--- src/hw/rtl/usb_config_descriptor_parser_top_defines.svh ---
// Assertion macros used by the configuration descriptor parser result queue
`ifndef USB_CONFIG_DESCRIPTOR_PARSER_TOP_DEFINES_SVH
`define USB_CONFIG_DESCRIPTOR_PARSER_TOP_DEFINES_SVH

// Same-cycle implication, disabled while reset is asserted
`define USBCFG_ASSERT_IMPLY(label, clk, rst_n, ante, cons, msg) \
  label: assert property (@(posedge clk) disable iff (!(rst_n)) (ante) |-> (cons)) \
    else $error(msg);

// Next-cycle implication, disabled while reset is asserted
`define USBCFG_ASSERT_NEXT(label, clk, rst_n, ante, cons, msg) \
  label: assert property (@(posedge clk) disable iff (!(rst_n)) (ante) |=> (cons)) \
    else $error(msg);

`endif

--- src/hw/rtl/usbcfg_pkg.sv ---
// Types and constants shared by the configuration descriptor parser
package usbcfg_pkg;

  localparam logic [7:0] TYPE_INTERFACE = 8'd4;
  localparam logic [7:0] TYPE_ENDPOINT  = 8'd5;
  localparam logic [7:0] IFACE_MIN_LEN  = 8'd9;
  localparam logic [7:0] EP_MIN_LEN     = 8'd7;
  localparam logic [7:0] DESC_MIN_LEN   = 8'd2;
  localparam int         EP_DIR_BIT     = 7;

  localparam int FIFO_DEPTH = 4;
  localparam int FIFO_PTR_W = 2;
  localparam int FIFO_CNT_W = 3;

  typedef enum logic [1:0] {
    REC_IFACE   = 2'd0,
    REC_EP_OUT  = 2'd1,
    REC_EP_IN   = 2'd2,
    REC_SUMMARY = 2'd3
  } rec_kind_t;

  typedef struct packed {
    rec_kind_t   kind;
    logic [2:0]  iface_index;
    logic [1:0]  slot_index;
    logic [7:0]  class_code;
    logic [7:0]  ep_address;
    logic [1:0]  ep_type;
    logic [15:0] ep_max_size;
    logic [3:0]  iface_count;
    logic        last;
  } rec_t;

  // Records produced by one byte, first record in rec_a
  typedef struct packed {
    logic [1:0] num;
    rec_t       rec_a;
    rec_t       rec_b;
  } push_t;

endpackage

--- src/hw/rtl/usb_config_descriptor_parser_top.sv ---
// USB configuration descriptor parser: input register, parser and result queue
//
// Input channel: one descriptor byte per transaction (in_data_byte), with
// in_end_of_block high on the final byte of a configuration descriptor block.
// Output channel: one record per transaction: interface, OUT endpoint, IN
// endpoint or end summary; out_last marks the final record caused by a byte.
// A byte causes zero, one or two records.
// Throughput: one byte per cycle while in_stall is low. Bytes are registered,
// then judged combinationally and their records written into a four-entry
// result queue. With the queue empty, a record is offered straight from the
// queue once written, so its byte passes the input register and the queue.
// A byte that causes two records needs two output transactions.
// The input register holds its byte while the queue has fewer than two free
// entries, so in_stall rises only once the receiver has stalled long enough
// to leave fewer than two free entries in the queue.
// Reset (synchronous, active low) empties the queue and input register and
// restores the parser to the start of a block.
module usb_config_descriptor_parser_top #(
  parameter int MAX_INTERFACES = 8,
  parameter int EP_SLOTS       = 4
) (
  input  logic        clk,
  input  logic        rst_n,
  input  logic        in_valid,
  output logic        in_stall,
  input  logic [7:0]  in_data_byte,
  input  logic        in_end_of_block,
  output logic        out_valid,
  input  logic        out_stall,
  output logic [1:0]  out_record_kind,
  output logic [2:0]  out_interface_index,
  output logic [1:0]  out_slot_index,
  output logic [7:0]  out_class_code,
  output logic [7:0]  out_ep_address,
  output logic [1:0]  out_ep_type,
  output logic [15:0] out_ep_max_size,
  output logic [3:0]  out_interface_count,
  output logic        out_last
);

  logic              s_valid_r, s_valid_nxt;
  logic [7:0]        s_byte_r;
  logic              s_eob_r;
  logic              room;
  logic              advance;
  logic              in_take;
  usbcfg_pkg::push_t push;
  usbcfg_pkg::rec_t  head;

  assign advance  = s_valid_r && room;
  assign in_stall = s_valid_r && !room;
  assign in_take  = in_valid && !in_stall;

  always_comb begin
    s_valid_nxt = s_valid_r;
    if (in_take) begin
      s_valid_nxt = 1'b1;
    end else if (advance) begin
      s_valid_nxt = 1'b0;
    end
  end

  always_ff @(posedge clk) begin
    if (!rst_n) begin
      s_valid_r <= 1'b0;
    end else begin
      s_valid_r <= s_valid_nxt;
    end
  end

  always_ff @(posedge clk) begin
    if (in_take) begin
      s_byte_r <= in_data_byte;
      s_eob_r  <= in_end_of_block;
    end
  end

  usbcfg_parser #(
    .MAX_INTERFACES (MAX_INTERFACES),
    .EP_SLOTS       (EP_SLOTS)
  ) u_parser (
    .clk          (clk),
    .rst_n        (rst_n),
    .step_valid   (advance),
    .data_byte    (s_byte_r),
    .end_of_block (s_eob_r),
    .push         (push)
  );

  usbcfg_fifo u_fifo (
    .clk        (clk),
    .rst_n      (rst_n),
    .push       (push),
    .room       (room),
    .head_valid (out_valid),
    .head       (head),
    .pop        (!out_stall)
  );

  assign out_record_kind     = head.kind;
  assign out_interface_index = head.iface_index;
  assign out_slot_index      = head.slot_index;
  assign out_class_code      = head.class_code;
  assign out_ep_address      = head.ep_address;
  assign out_ep_type         = head.ep_type;
  assign out_ep_max_size     = head.ep_max_size;
  assign out_interface_count = head.iface_count;
  assign out_last            = head.last;

endmodule

--- src/hw/rtl/usbcfg_parser.sv ---
// Descriptor boundary tracking and record generation for one byte per step
module usbcfg_parser #(
  parameter int MAX_INTERFACES = 8,
  parameter int EP_SLOTS       = 4
) (
  input  logic               clk,
  input  logic               rst_n,
  input  logic               step_valid,
  input  logic [7:0]         data_byte,
  input  logic               end_of_block,
  output usbcfg_pkg::push_t  push
);

  localparam int IFC_W  = $clog2(MAX_INTERFACES + 1);
  localparam int IDX_W  = (MAX_INTERFACES > 1) ? $clog2(MAX_INTERFACES) : 1;
  localparam int SLOT_W = $clog2(EP_SLOTS + 1);

  logic [7:0]        off_r, off_nxt;
  logic [7:0]        len_r, len_nxt;
  logic [7:0]        type_r, type_nxt;
  logic [7:0]        cap_r   [4];
  logic [7:0]        cap_nxt [4];
  logic [IFC_W-1:0]  ifc_r, ifc_nxt;
  logic [IDX_W-1:0]  cur_r, cur_nxt;
  logic              cur_vld_r, cur_vld_nxt;
  logic [SLOT_W-1:0] out_cnt_r   [MAX_INTERFACES];
  logic [SLOT_W-1:0] out_cnt_nxt [MAX_INTERFACES];
  logic [SLOT_W-1:0] in_cnt_r    [MAX_INTERFACES];
  logic [SLOT_W-1:0] in_cnt_nxt  [MAX_INTERFACES];
  logic              halted_r, halted_nxt;

  logic              desc_done;
  logic              desc_vld;
  usbcfg_pkg::rec_t  desc_rec;
  usbcfg_pkg::rec_t  sum_rec;
  logic              ep_is_in;
  logic [SLOT_W-1:0] ep_cnt;
  logic [1:0]        cap_idx;
  logic [3:0]        sum_count;

  always_comb begin
    off_nxt     = off_r;
    len_nxt     = len_r;
    type_nxt    = type_r;
    cap_nxt     = cap_r;
    ifc_nxt     = ifc_r;
    cur_nxt     = cur_r;
    cur_vld_nxt = cur_vld_r;
    out_cnt_nxt = out_cnt_r;
    in_cnt_nxt  = in_cnt_r;
    halted_nxt  = halted_r;
    desc_done   = 1'b0;
    desc_vld    = 1'b0;
    desc_rec    = '0;
    cap_idx     = 2'(off_r - 8'd2);
    ep_is_in    = 1'b0;
    ep_cnt      = '0;

    if (!halted_r) begin
      if (off_r == 8'd0) begin
        len_nxt = data_byte;
        if (data_byte < usbcfg_pkg::DESC_MIN_LEN) begin
          halted_nxt = 1'b1;
        end else begin
          off_nxt = 8'd1;
        end
      end else begin
        if (off_r == 8'd1) begin
          type_nxt = data_byte;
        end else if (off_r <= 8'd5) begin
          cap_nxt[cap_idx] = data_byte;
        end
        if (({1'b0, off_r} + 9'd1) >= {1'b0, len_r}) begin
          desc_done = 1'b1;
          off_nxt   = 8'd0;
        end else begin
          off_nxt = off_r + 8'd1;
        end
      end
    end

    // Judge the descriptor on its final byte, using the bytes just captured
    if (desc_done) begin
      if (type_nxt == usbcfg_pkg::TYPE_INTERFACE) begin
        if (len_r >= usbcfg_pkg::IFACE_MIN_LEN) begin
          desc_vld             = 1'b1;
          desc_rec.kind        = usbcfg_pkg::REC_IFACE;
          desc_rec.iface_index = 3'(ifc_r);
          desc_rec.class_code  = cap_nxt[3];
          cur_nxt              = IDX_W'(ifc_r);
          cur_vld_nxt          = 1'b1;
          ifc_nxt              = ifc_r + IFC_W'(1);
          if (ifc_nxt >= IFC_W'(MAX_INTERFACES)) begin
            halted_nxt = 1'b1;
          end
        end
      end else if (type_nxt == usbcfg_pkg::TYPE_ENDPOINT) begin
        ep_is_in = cap_nxt[0][usbcfg_pkg::EP_DIR_BIT];
        ep_cnt   = ep_is_in ? in_cnt_r[cur_r] : out_cnt_r[cur_r];
        if (len_r >= usbcfg_pkg::EP_MIN_LEN && cur_vld_r &&
            ep_cnt < SLOT_W'(EP_SLOTS)) begin
          desc_vld             = 1'b1;
          desc_rec.kind        = ep_is_in ? usbcfg_pkg::REC_EP_IN : usbcfg_pkg::REC_EP_OUT;
          desc_rec.iface_index = 3'(cur_r);
          desc_rec.slot_index  = 2'(ep_cnt);
          desc_rec.ep_address  = cap_nxt[0];
          desc_rec.ep_type     = cap_nxt[1][1:0];
          desc_rec.ep_max_size = {cap_nxt[3], cap_nxt[2]};
          if (ep_is_in) begin
            in_cnt_nxt[cur_r] = ep_cnt + SLOT_W'(1);
          end else begin
            out_cnt_nxt[cur_r] = ep_cnt + SLOT_W'(1);
          end
        end
      end
    end
    desc_rec.last = !end_of_block;

    sum_count        = 4'(ifc_nxt);
    sum_rec          = '0;
    sum_rec.kind     = usbcfg_pkg::REC_SUMMARY;
    sum_rec.iface_count = sum_count;
    sum_rec.last     = 1'b1;

    // Restore per-block state after the final byte
    if (end_of_block) begin
      off_nxt     = '0;
      len_nxt     = '0;
      type_nxt    = '0;
      ifc_nxt     = '0;
      cur_nxt     = '0;
      cur_vld_nxt = 1'b0;
      halted_nxt  = 1'b0;
      for (int i = 0; i < 4; i++) begin
        cap_nxt[i] = '0;
      end
      for (int i = 0; i < MAX_INTERFACES; i++) begin
        out_cnt_nxt[i] = '0;
        in_cnt_nxt[i]  = '0;
      end
    end

    push.num   = step_valid ? (2'({1'b0, desc_vld}) + 2'({1'b0, end_of_block})) : 2'd0;
    push.rec_a = desc_vld ? desc_rec : sum_rec;
    push.rec_b = sum_rec;
  end

  always_ff @(posedge clk) begin
    if (!rst_n) begin
      off_r     <= '0;
      len_r     <= '0;
      type_r    <= '0;
      ifc_r     <= '0;
      cur_r     <= '0;
      cur_vld_r <= 1'b0;
      halted_r  <= 1'b0;
      for (int i = 0; i < 4; i++) begin
        cap_r[i] <= '0;
      end
      for (int i = 0; i < MAX_INTERFACES; i++) begin
        out_cnt_r[i] <= '0;
        in_cnt_r[i]  <= '0;
      end
    end else if (step_valid) begin
      off_r     <= off_nxt;
      len_r     <= len_nxt;
      type_r    <= type_nxt;
      cap_r     <= cap_nxt;
      ifc_r     <= ifc_nxt;
      cur_r     <= cur_nxt;
      cur_vld_r <= cur_vld_nxt;
      halted_r  <= halted_nxt;
      out_cnt_r <= out_cnt_nxt;
      in_cnt_r  <= in_cnt_nxt;
    end
  end

endmodule

--- src/hw/rtl/usbcfg_fifo.sv ---
// Result queue: takes up to two records a cycle, hands out one per transaction
`include "usb_config_descriptor_parser_top_defines.svh"

module usbcfg_fifo (
  input  logic              clk,
  input  logic              rst_n,
  input  usbcfg_pkg::push_t push,
  output logic              room,
  output logic              head_valid,
  output usbcfg_pkg::rec_t  head,
  input  logic              pop
);

  usbcfg_pkg::rec_t                    mem_r [usbcfg_pkg::FIFO_DEPTH];
  logic [usbcfg_pkg::FIFO_PTR_W-1:0]   wr_ptr_r, wr_ptr_nxt;
  logic [usbcfg_pkg::FIFO_PTR_W-1:0]   rd_ptr_r, rd_ptr_nxt;
  logic [usbcfg_pkg::FIFO_CNT_W-1:0]   cnt_r, cnt_nxt;
  logic                                do_pop;

  assign head_valid = (cnt_r != '0);
  assign head       = mem_r[rd_ptr_r];
  assign room       = (cnt_r <= usbcfg_pkg::FIFO_CNT_W'(usbcfg_pkg::FIFO_DEPTH - 2));
  assign do_pop     = pop && head_valid;

  always_comb begin
    wr_ptr_nxt = wr_ptr_r + usbcfg_pkg::FIFO_PTR_W'(push.num);
    rd_ptr_nxt = rd_ptr_r + usbcfg_pkg::FIFO_PTR_W'(do_pop);
    cnt_nxt    = cnt_r + usbcfg_pkg::FIFO_CNT_W'(push.num)
                 - usbcfg_pkg::FIFO_CNT_W'(do_pop);
  end

  always_ff @(posedge clk) begin
    if (!rst_n) begin
      wr_ptr_r <= '0;
      rd_ptr_r <= '0;
      cnt_r    <= '0;
    end else begin
      wr_ptr_r <= wr_ptr_nxt;
      rd_ptr_r <= rd_ptr_nxt;
      cnt_r    <= cnt_nxt;
    end
  end

  always_ff @(posedge clk) begin
    if (push.num != 2'd0) begin
      mem_r[wr_ptr_r] <= push.rec_a;
    end
    if (push.num == 2'd2) begin
      mem_r[wr_ptr_r + usbcfg_pkg::FIFO_PTR_W'(1)] <= push.rec_b;
    end
  end

  `USBCFG_ASSERT_IMPLY(a_cnt_bound, clk, rst_n, 1'b1,
    cnt_r <= usbcfg_pkg::FIFO_CNT_W'(usbcfg_pkg::FIFO_DEPTH), "result queue overflow")
  `USBCFG_ASSERT_IMPLY(a_push_room, clk, rst_n, push.num != 2'd0, room,
    "records pushed without room")
  `USBCFG_ASSERT_IMPLY(a_pair_last, clk, rst_n, push.num == 2'd2,
    !push.rec_a.last && push.rec_b.last, "last flag wrong on a record pair")
  `USBCFG_ASSERT_NEXT(a_pop_count, clk, rst_n, do_pop && push.num == 2'd0,
    cnt_r == $past(cnt_r) - usbcfg_pkg::FIFO_CNT_W'(1), "queue count did not drop on pop")

endmodule
--- config.mk ---
export PLATFORM = sky130hd
export DESIGN_NAME = usb_config_descriptor_parser_top
export DESIGN_NICKNAME = d
export VERILOG_FILES = /design/src/hw/rtl/usbcfg_pkg.sv /design/src/hw/rtl/usb_config_descriptor_parser_top.sv /design/src/hw/rtl/usbcfg_parser.sv /design/src/hw/rtl/usbcfg_fifo.sv
export VERILOG_INCLUDE_DIRS = /design/src /design/src/hw/rtl
export SDC_FILE = /design/constraint.sdc
export NUM_CORES = 1
export LEC_CHECK = 0
export ABC_CLOCK_PERIOD_IN_PS = 7800
export BUFFER_PORTS_ARGS = -buffer_cell sky130_fd_sc_hd__clkbuf_2
export CAP_MARGIN = 30
export CORE_ASPECT_RATIO = 0.7
export CORE_MARGIN = 2
export CORE_UTILIZATION = 66
export CTS_BUF_LIST = sky130_fd_sc_hd__clkbuf_16
export DETAILED_ROUTE_END_ITERATION = 16
export GPL_ROUTABILITY_DRIVEN = 0
export PLACE_DENSITY = 0.87
export SETUP_SLACK_MARGIN = 0.1
export SYNTH_ARGS = -nofsm -noshare
export SYNTH_HDL_FRONTEND = slang
export SYNTH_SLANG_ARGS = --single-unit
--- constraint.sdc ---
create_clock -name clk -period 7.8 [get_ports clk]
set_input_delay 0.78 -clock clk [delete_from_list [all_inputs] [get_ports clk]]
set_output_delay 0.78 -clock clk [all_outputs]
set_load 0.01 [all_outputs]
After elaboration in Yosys (flattened, before gate mapping)
Memories as Yosys holds them, arrays and structs flattened. A register that Yosys moved wholly into a read port is not among the register bits.
Cells that the tools add are included.
{"block": "classes", "mul": 0, "n_eq_ne": 10, "magnitude_cmp": 12, "n_reduce_logical": 30, "div_mod_pow": 0, "bitwise_logic": 2, "mux": 92, "shifts": 0, "add_sub_neg": 11}
{"op": "2-to-1 mux 24 bit", "n": 12}
{"op": "2-to-1 mux 32 bit", "n": 5}
{"op": "2-to-1 mux 8 bit", "n": 15}
{"op": "2-to-1 mux 26 bit", "n": 3}
{"op": "bitwise mux 24 bit", "n": 2}
{"op": "2-to-1 mux 46 bit", "n": 1}
{"op": "2-to-1 mux 41 bit", "n": 1}
{"op": "2-to-1 mux 3 bit", "n": 11}
{"op": "bitwise mux 32 bit", "n": 1}
{"op": "2-to-1 mux 1 bit", "n": 26}
{"op": "nonzero test 2 bit", "n": 10}
{"op": "binary-select mux 3 bit (select 3 bit)", "n": 2}
{"op": "demux 8 bit (select 2 bit)", "n": 1}
{"op": "equality test 8 x 3 -> 1 bit, second input constant", "n": 2}
{"op": "2-to-1 mux 4 bit", "n": 4}
{"op": "2-to-1 mux 7 bit", "n": 2}
{"op": "AND reduction 6 bit", "n": 2}
{"op": "!= test 2 bit, second input constant", "n": 5}
{"op": "adder 8 x 1 -> 9 bit, second input constant", "n": 1}
{"op": "demux 3 bit (select 3 bit)", "n": 1}
{"op": ">= comparator 9 x 8 -> 1 bit", "n": 1}
{"op": "adder 8 x 1 -> 8 bit, second input constant", "n": 1}
{"op": "equality test 8 x 1 -> 1 bit, second input constant", "n": 1}
{"op": ">= comparator 4 bit, second input constant", "n": 2}
{"op": "31 further kinds", "n": 45}
{"block": "totals", "ff_bits": 130, "ramBits": 184, "input_bits": 13, "wordCells": 192, "memories": 1, "romBits": 0, "out_inout_bits": 48, "latch_bits": 0}
{"memory": "u_fifo.mem_r", "depth": 4, "word_bits": 46, "read_ports": 1, "rd_clocked_by_memory_dff": 1, "wr": 2, "line": "usbcfg_fifo.sv:14", "text": "usbcfg_pkg::rec_t mem_r [usbcfg_pkg::FIFO_DEPTH];"}

Longest topological paths before layout
{"block": "logic_depth", "word_depth": 23, "ltp_mapped": 25, "depth_no_buf": 22}

By module
From an unflattened synthesis, not the netlist that was laid out.
{"block": "unflattened", "hier_cells": 1219, "hier_area_um2": 15731.3}
{"mod": "usbcfg_fifo", "area_per_inst_um2": 9305.2, "n_inst": 1, "seq_area_each_um2": 5665.4, "cells_each": 489}
{"mod": "usbcfg_parser", "area_per_inst_um2": 6098.3, "n_inst": 1, "seq_area_each_um2": 2142.1, "cells_each": 715}
{"mod": "usb_config_descriptor_parser_top", "area_per_inst_um2": 327.8, "n_inst": 1, "seq_area_each_um2": 290.3, "cells_each": 15}

Worst setup path before layout
Ideal clock, no wire load.
{"block": "synth_path", "path_kind": "flip-flop to flip-flop", "from": "register u_parser.off_r[2]", "to": "register u_fifo.cnt_r[2] (netlist name)", "setup_ns": 0.128, "period_less_slack_ns": 5.180, "t_required_ns": 7.672, "path_stages_with_launch": 26, "setup_slack_ns": 2.620, "n_path_buf": 3, "t_arrival_ns": 5.053, "cell_sequence": "dfxtp_1 clkbuf_1 nand3_1 nor2_1 nand3_1 xnor2_1 ha_1 and3_1 a221o_1 a41oi_1 a21boi_1 nand2_2 clkbuf_1 nand2_1 ha_1 clkbuf_1 and3_1 inv_1 ha_1 inv_1 ha_1 inv_1 fa_1 xnor2_1 xnor2_1 nor2_1"}
{"block": "synth_between", "elab_chain_cells": 16, "word_cells_on_any_way": 28, "classes_between": "4 x add/sub; 3 x order compare; 3 x eq/ne; 16 x mux; 2 x reduce/logical"}
{"element": "from (decl)", "line": "usbcfg_parser.sv:18", "text": "logic [7:0] off_r, off_nxt;"}
{"element": "from (signal assigned)", "line": "usbcfg_parser.sv:165", "text": "off_r <= off_nxt;"}
{"element": "less-or-equal comparator 8 x 3 -> 1 bit", "line": "usbcfg_parser.sv:70", "text": "end else if (off_r <= 8'd5) begin"}
{"element": "2-to-1 mux 32 bit", "line": "usbcfg_parser.sv:70"}
{"element": "2-to-1 mux 32 bit", "line": "usbcfg_parser.sv:68", "text": "if (off_r == 8'd1) begin"}
{"element": "2-to-1 mux 32 bit", "line": "usbcfg_parser.sv:60", "text": "if (off_r == 8'd0) begin"}
{"element": "2-to-1 mux 32 bit", "line": "usbcfg_parser.sv:59", "text": "if (!halted_r) begin"}
{"element": "2-to-1 mux 3 bit", "line": "usbcfg_parser.sv:99", "text": "ep_cnt = ep_is_in ? in_cnt_r[cur_r] : out_cnt_r[cur_r];"}
{"element": "< comparator 3 bit", "line": "usbcfg_parser.sv:101", "text": "ep_cnt < SLOT_W'(EP_SLOTS)) begin"}
{"element": "logical AND 1 bit", "line": "usbcfg_parser.sv:100", "text": "if (len_r >= usbcfg_pkg::EP_MIN_LEN && cur_vld_r &&"}
{"element": "2-to-1 mux 1 bit", "line": "usbcfg_parser.sv:100"}
{"element": "2-to-1 mux 1 bit", "line": "usbcfg_parser.sv:97", "text": "end else if (type_nxt == usbcfg_pkg::TYPE_ENDPOINT) begin"}
{"element": "2-to-1 mux 1 bit", "line": "usbcfg_parser.sv:84", "text": "if (type_nxt == usbcfg_pkg::TYPE_INTERFACE) begin"}
{"element": "2-to-1 mux 1 bit *", "line": "usbcfg_parser.sv:83", "text": "if (desc_done) begin"}
{"element": "adder 1 x 1 -> 2 bit *", "line": "usbcfg_parser.sv:143", "text": "push.num = step_valid ? (2'({1'b0, desc_vld}) + 2'({1'b0, end_of_block})) : 2'd0;"}
{"element": "2-to-1 mux 2 bit *", "line": "usbcfg_parser.sv:143"}
{"element": "adder 3 x 2 -> 3 bit *", "line": "usbcfg_fifo.sv:28", "text": "cnt_nxt = cnt_r + usbcfg_pkg::FIFO_CNT_W'(push.num)"}
{"element": "subtractor 3 x 1 -> 3 bit *", "line": "usbcfg_fifo.sv:29", "text": "- usbcfg_pkg::FIFO_CNT_W'(do_pop);"}
{"element": "to (signal assigned)", "line": "usbcfg_fifo.sv:40", "text": "cnt_r <= cnt_nxt;"}
{"element": "to (decl)", "line": "usbcfg_fifo.sv:17", "text": "logic [usbcfg_pkg::FIFO_CNT_W-1:0] cnt_r, cnt_nxt;"}
Mark *: on every way between the ends. The rest lies on a longest branch, timed or not. The select of a mux whose other input is x is not followed.
A chain may end at the register's enable or synchronous reset.

==> flow_metrics.py <==
metrics = {
    "power_and_ir_drop": {
        "powerDensity_nw_per_um2": 230,
        "leakagePower_nw": 5.35,
        "max-vdd-ir-drop_mv": 0.189,
    },
    "setup_path": {
        "crit_buf_inv": 1,
        "critical_path.max_stage_delay_ns": 0.80,
        "cp-end-kind": "flip-flop",
        "cp_max_fo": 25,
        "r2r-start": "u_parser.off_r[0]$_SDFFE_PN0P_",
        "cp_common_cell": "ha_1",
        "crit_type": "flip-flop to flip-flop",
        "rr_worst_depth": 17,
        "critPathRequiredTime_ns": 8.24,
        "slowest_stage": "nor3_1",
        "worstPathArrival_ns": 6.63,
        "crit_path_start_kind": "flip-flop",
        "crit_chain": "ha_1 -> nand3_1 -> nor2_1 -> xor2_1 -> ha_1 -> a21o_1 -> a221o_1 -> a41oi_1 -> a21boi_1 -> buf_4 -> nand2_2 -> nand2_1 -> ha_1 -> o21ai_1 -> nor3_1 -> nand2_1 -> o21ai_0",
        "startpoint": "u_parser.off_r[0]$_SDFFE_PN0P_",
        "worst-path-stages": 17,
        "cp_top_family": "simple AND/OR/NAND/NOR gates",
    },
    "global_routing": {
        "grt_first_pass_wirelength_mm": 56.7,
        "grt_usage": 0.333,
        "antenna_found_initial": 1,
        "grt_max_degree": 50,
        "overflow": 0,
        "grt_pass1_vias": 10600,
    },
    "yosys": {
        "synthesis.nets": 1440,
        "synthArstFlopShare": 0,
        "syn_avg_cell_area_um2": 9.44,
        "synth.area.top_cells": "dfxtp_1, mux4_2, o21ai_0, nand2_1, edfxtp_1",
        "synthCells": 1404,
        "ys_ff_latch": 308,
        "ys.flop_type": "dfxtp_1",
        "synth_edf_count": 25,
        "syn_area_um2": 13300,
        "synth_top_area_cell": "dfxtp_1",
        "ys_seq_area_frac": 0.484,
        "synth_cell_types": 70,
        "synth_top_area_frac": 0.427,
        "ys.warnings.count": 0,
    },
    "cts": {
        "cts_setup_buffers": 0,
        "clkTransAtPathRegs_ns": 0.07,
        "numClockSinks": 308,
        "hold_buffers": 0,
        "cts_buffers": 27,
        "cts_tree": "built",
        "cts_buffer_depth": 3,
        "clk_latency_ns": 0.56,
        "htreeDepth": 1,
        "clockRootBuffer": "clkbuf_16",
        "cts_resized": 0,
    },
    "routing": {
        "drtIter0Drc": 2096,
        "ant_nets": 0,
        "post_drt_wl_per_cell_um": 21.0,
        "wl_mm": 36.1,
        "firstDrtPassIters": 6,
        "vias_per_cell": 6.74,
        "dr_total_vias": 11600,
        "drc": 0,
    },
    "worst_hold_path": {
        "hold_depth": 1,
        "holdCritStartpoint": "in_data_byte[3]",
        "hp-class": "input port to flip-flop",
    },
    "sta": {
        "setup_violations": 0,
        "final_max_slew_viol_count": 0,
        "tightest_slew_ns": 1.11,
        "fin_skew_ns": 0.0280,
        "max_slew_margin": 0.257,
        "report.final.hold_viol_count": 0,
        "setup_tns_ns": 0,
        "period_needed_ns": 6.19,
        "period_share": 0.794,
        "fmax_mhz": 162,
        "hold_slack_ns": 0.418,
        "rsz0062_at_grt": "false",
    },
    "finish": {
        "seq_area_um2": 6420,
        "fill_cells": 1339,
        "final_common_cell": "dfxtp_1",
        "final_layout_size_suffix_gt1_frac": 0.134,
        "nNetsFinal": 1459,
        "multi_input_area_um2": 6410,
        "final_cell_mix": "dfxtp_1, nand2_1, o21ai_0",
        "syn_to_final_growth_pct": 9.89,
    },
    "floorplanning": {
        "start_util": 0.671,
        "dieArea_um2": 21300,
        "die_y_um": 123,
        "die_x_um": 173,
        "core_area_um2": 19700,
        "num_rows": 43,
        "ios": 61,
    },
    "run_status": {
        "outcome": "finished, final reports clean",
    },
    "placed_design": {
        "dp_hpwl_mm": 23.4,
        "port_buffers": 60,
    },
    "job": {
        "drv_cap": 0,
    },
}
-- area by class of cell --
type | instances | share of cell area
Antenna cell | 1 | 0.000172
Clock buffer | 28 | 0.0481
Clock inverter | 22 | 0.0104
Inverter | 28 | 0.00721
Multi-Input combinational cell | 980 | 0.440
Sequential cell | 308 | 0.441
Tap cell | 270 | 0.0232
Timing Repair Buffer | 78 | 0.0304
-- cell usage after synthesis (all sizes together) (6+ instances only) --
| master | n |
|---|---|
| dfxtp | 283 |
| nor3 | 16 |
| and2 | 6 |
| o22a | 7 |
| a22o | 8 |
| ha | 22 |
| nand2 | 213 |
| a31oi | 22 |
| o211ai | 17 |
| mux2i | 29 |
| a21oi | 33 |
| buf | 20 |
| nor2b | 17 |
| or3 | 9 |
| and3 | 6 |
| o311ai | 8 |
| or4 | 6 |
| inv | 28 |
| mux2 | 9 |
| xnor2 | 8 |
| nand3 | 41 |
| o21ai | 207 |
| a21o | 12 |
| nand4 | 8 |
| nor2 | 107 |
| nand3b | 6 |
| a22oi | 40 |
| clkbuf | 68 |
| a311oi | 6 |
| a221oi | 7 |
| edfxtp | 25 |
| mux4 | 46 |
-- per-stage QoR --
stage	setup slack [ns]	cells	area [µm²]	util	power (mW)
after floorplan	2.62	1404	13300	-	1.96
after global placement	1.97	1663	13700	0.694	2.07
after detailed placement	1.90	1664	13700	0.695	2.07
after CTS	1.79	1714	14600	0.738	3.34
after global routing	1.13	1714	14600	0.738	3.45
final	1.61	1715	14600	0.738	3.35
-- per-layer routing --
layer,GRT usage,wire [µm],up-vias
met1,0.477,14800,5516
met3,0.0734,4400,103
met2,0.514,15900,800
met4,0.0916,961,0
li1,-,-,5148
met5,0,0,-
-- final timing paths --
check	to	slack (ns)
worst max register to register	u_fifo.mem_r[0][15]$_SDFFE_PP0P_	1.61
worst min-delay path	s_byte_r[3]$_DFFE_PP_	0.42
worst max-delay path	u_fifo.mem_r[0][15]$_SDFFE_PP0P_	1.61
worst min register to register	u_fifo.mem_r[3][14]$_SDFFE_PP0N_	0.45
-- flip-flops by register name (all words and copies together), names as in the netlist --
name and count:
s_byte_r 8, s_eob_r 1, s_valid_r 1, u_fifo.cnt_r 3, u_fifo.mem_r 184, u_fifo.rd_ptr_r 2, u_fifo.wr_ptr_r 2, u_parser.cap_r 26
u_parser.cur_r 3, u_parser.cur_vld_r 1, u_parser.halted_r 1, u_parser.ifc_r 4, u_parser.in_cnt_r 24, u_parser.len_r 8, u_parser.off_r 8, u_parser.out_cnt_r 24
u_parser.type_r 8
-- power by group --
group	total, mW	internal (mW)	switching [mW]
Sequential	1.69	1.63	0.0611
Clock	1.30	0.692	0.609
Combinational	0.361	0.147	0.214
Total	3.35	2.47	0.884
-- cells by family after synthesis --
| family | after synthesis | share of synthesized area |
|---|---|---|
| flip-flops | 308 | 0.484 |
| AND/OR/NAND/NOR | 453 | 0.151 |
| multiplexers | 84 | 0.108 |
| adder cells (fa/ha/maj) | 23 | 0.0223 |
| buffers and inverters | 116 | 0.0344 |
| AO/OA/AOI/OAI | 408 | 0.192 |
| XOR/XNOR | 12 | 0.00793 |
Power figures use the tool's default switching activity.
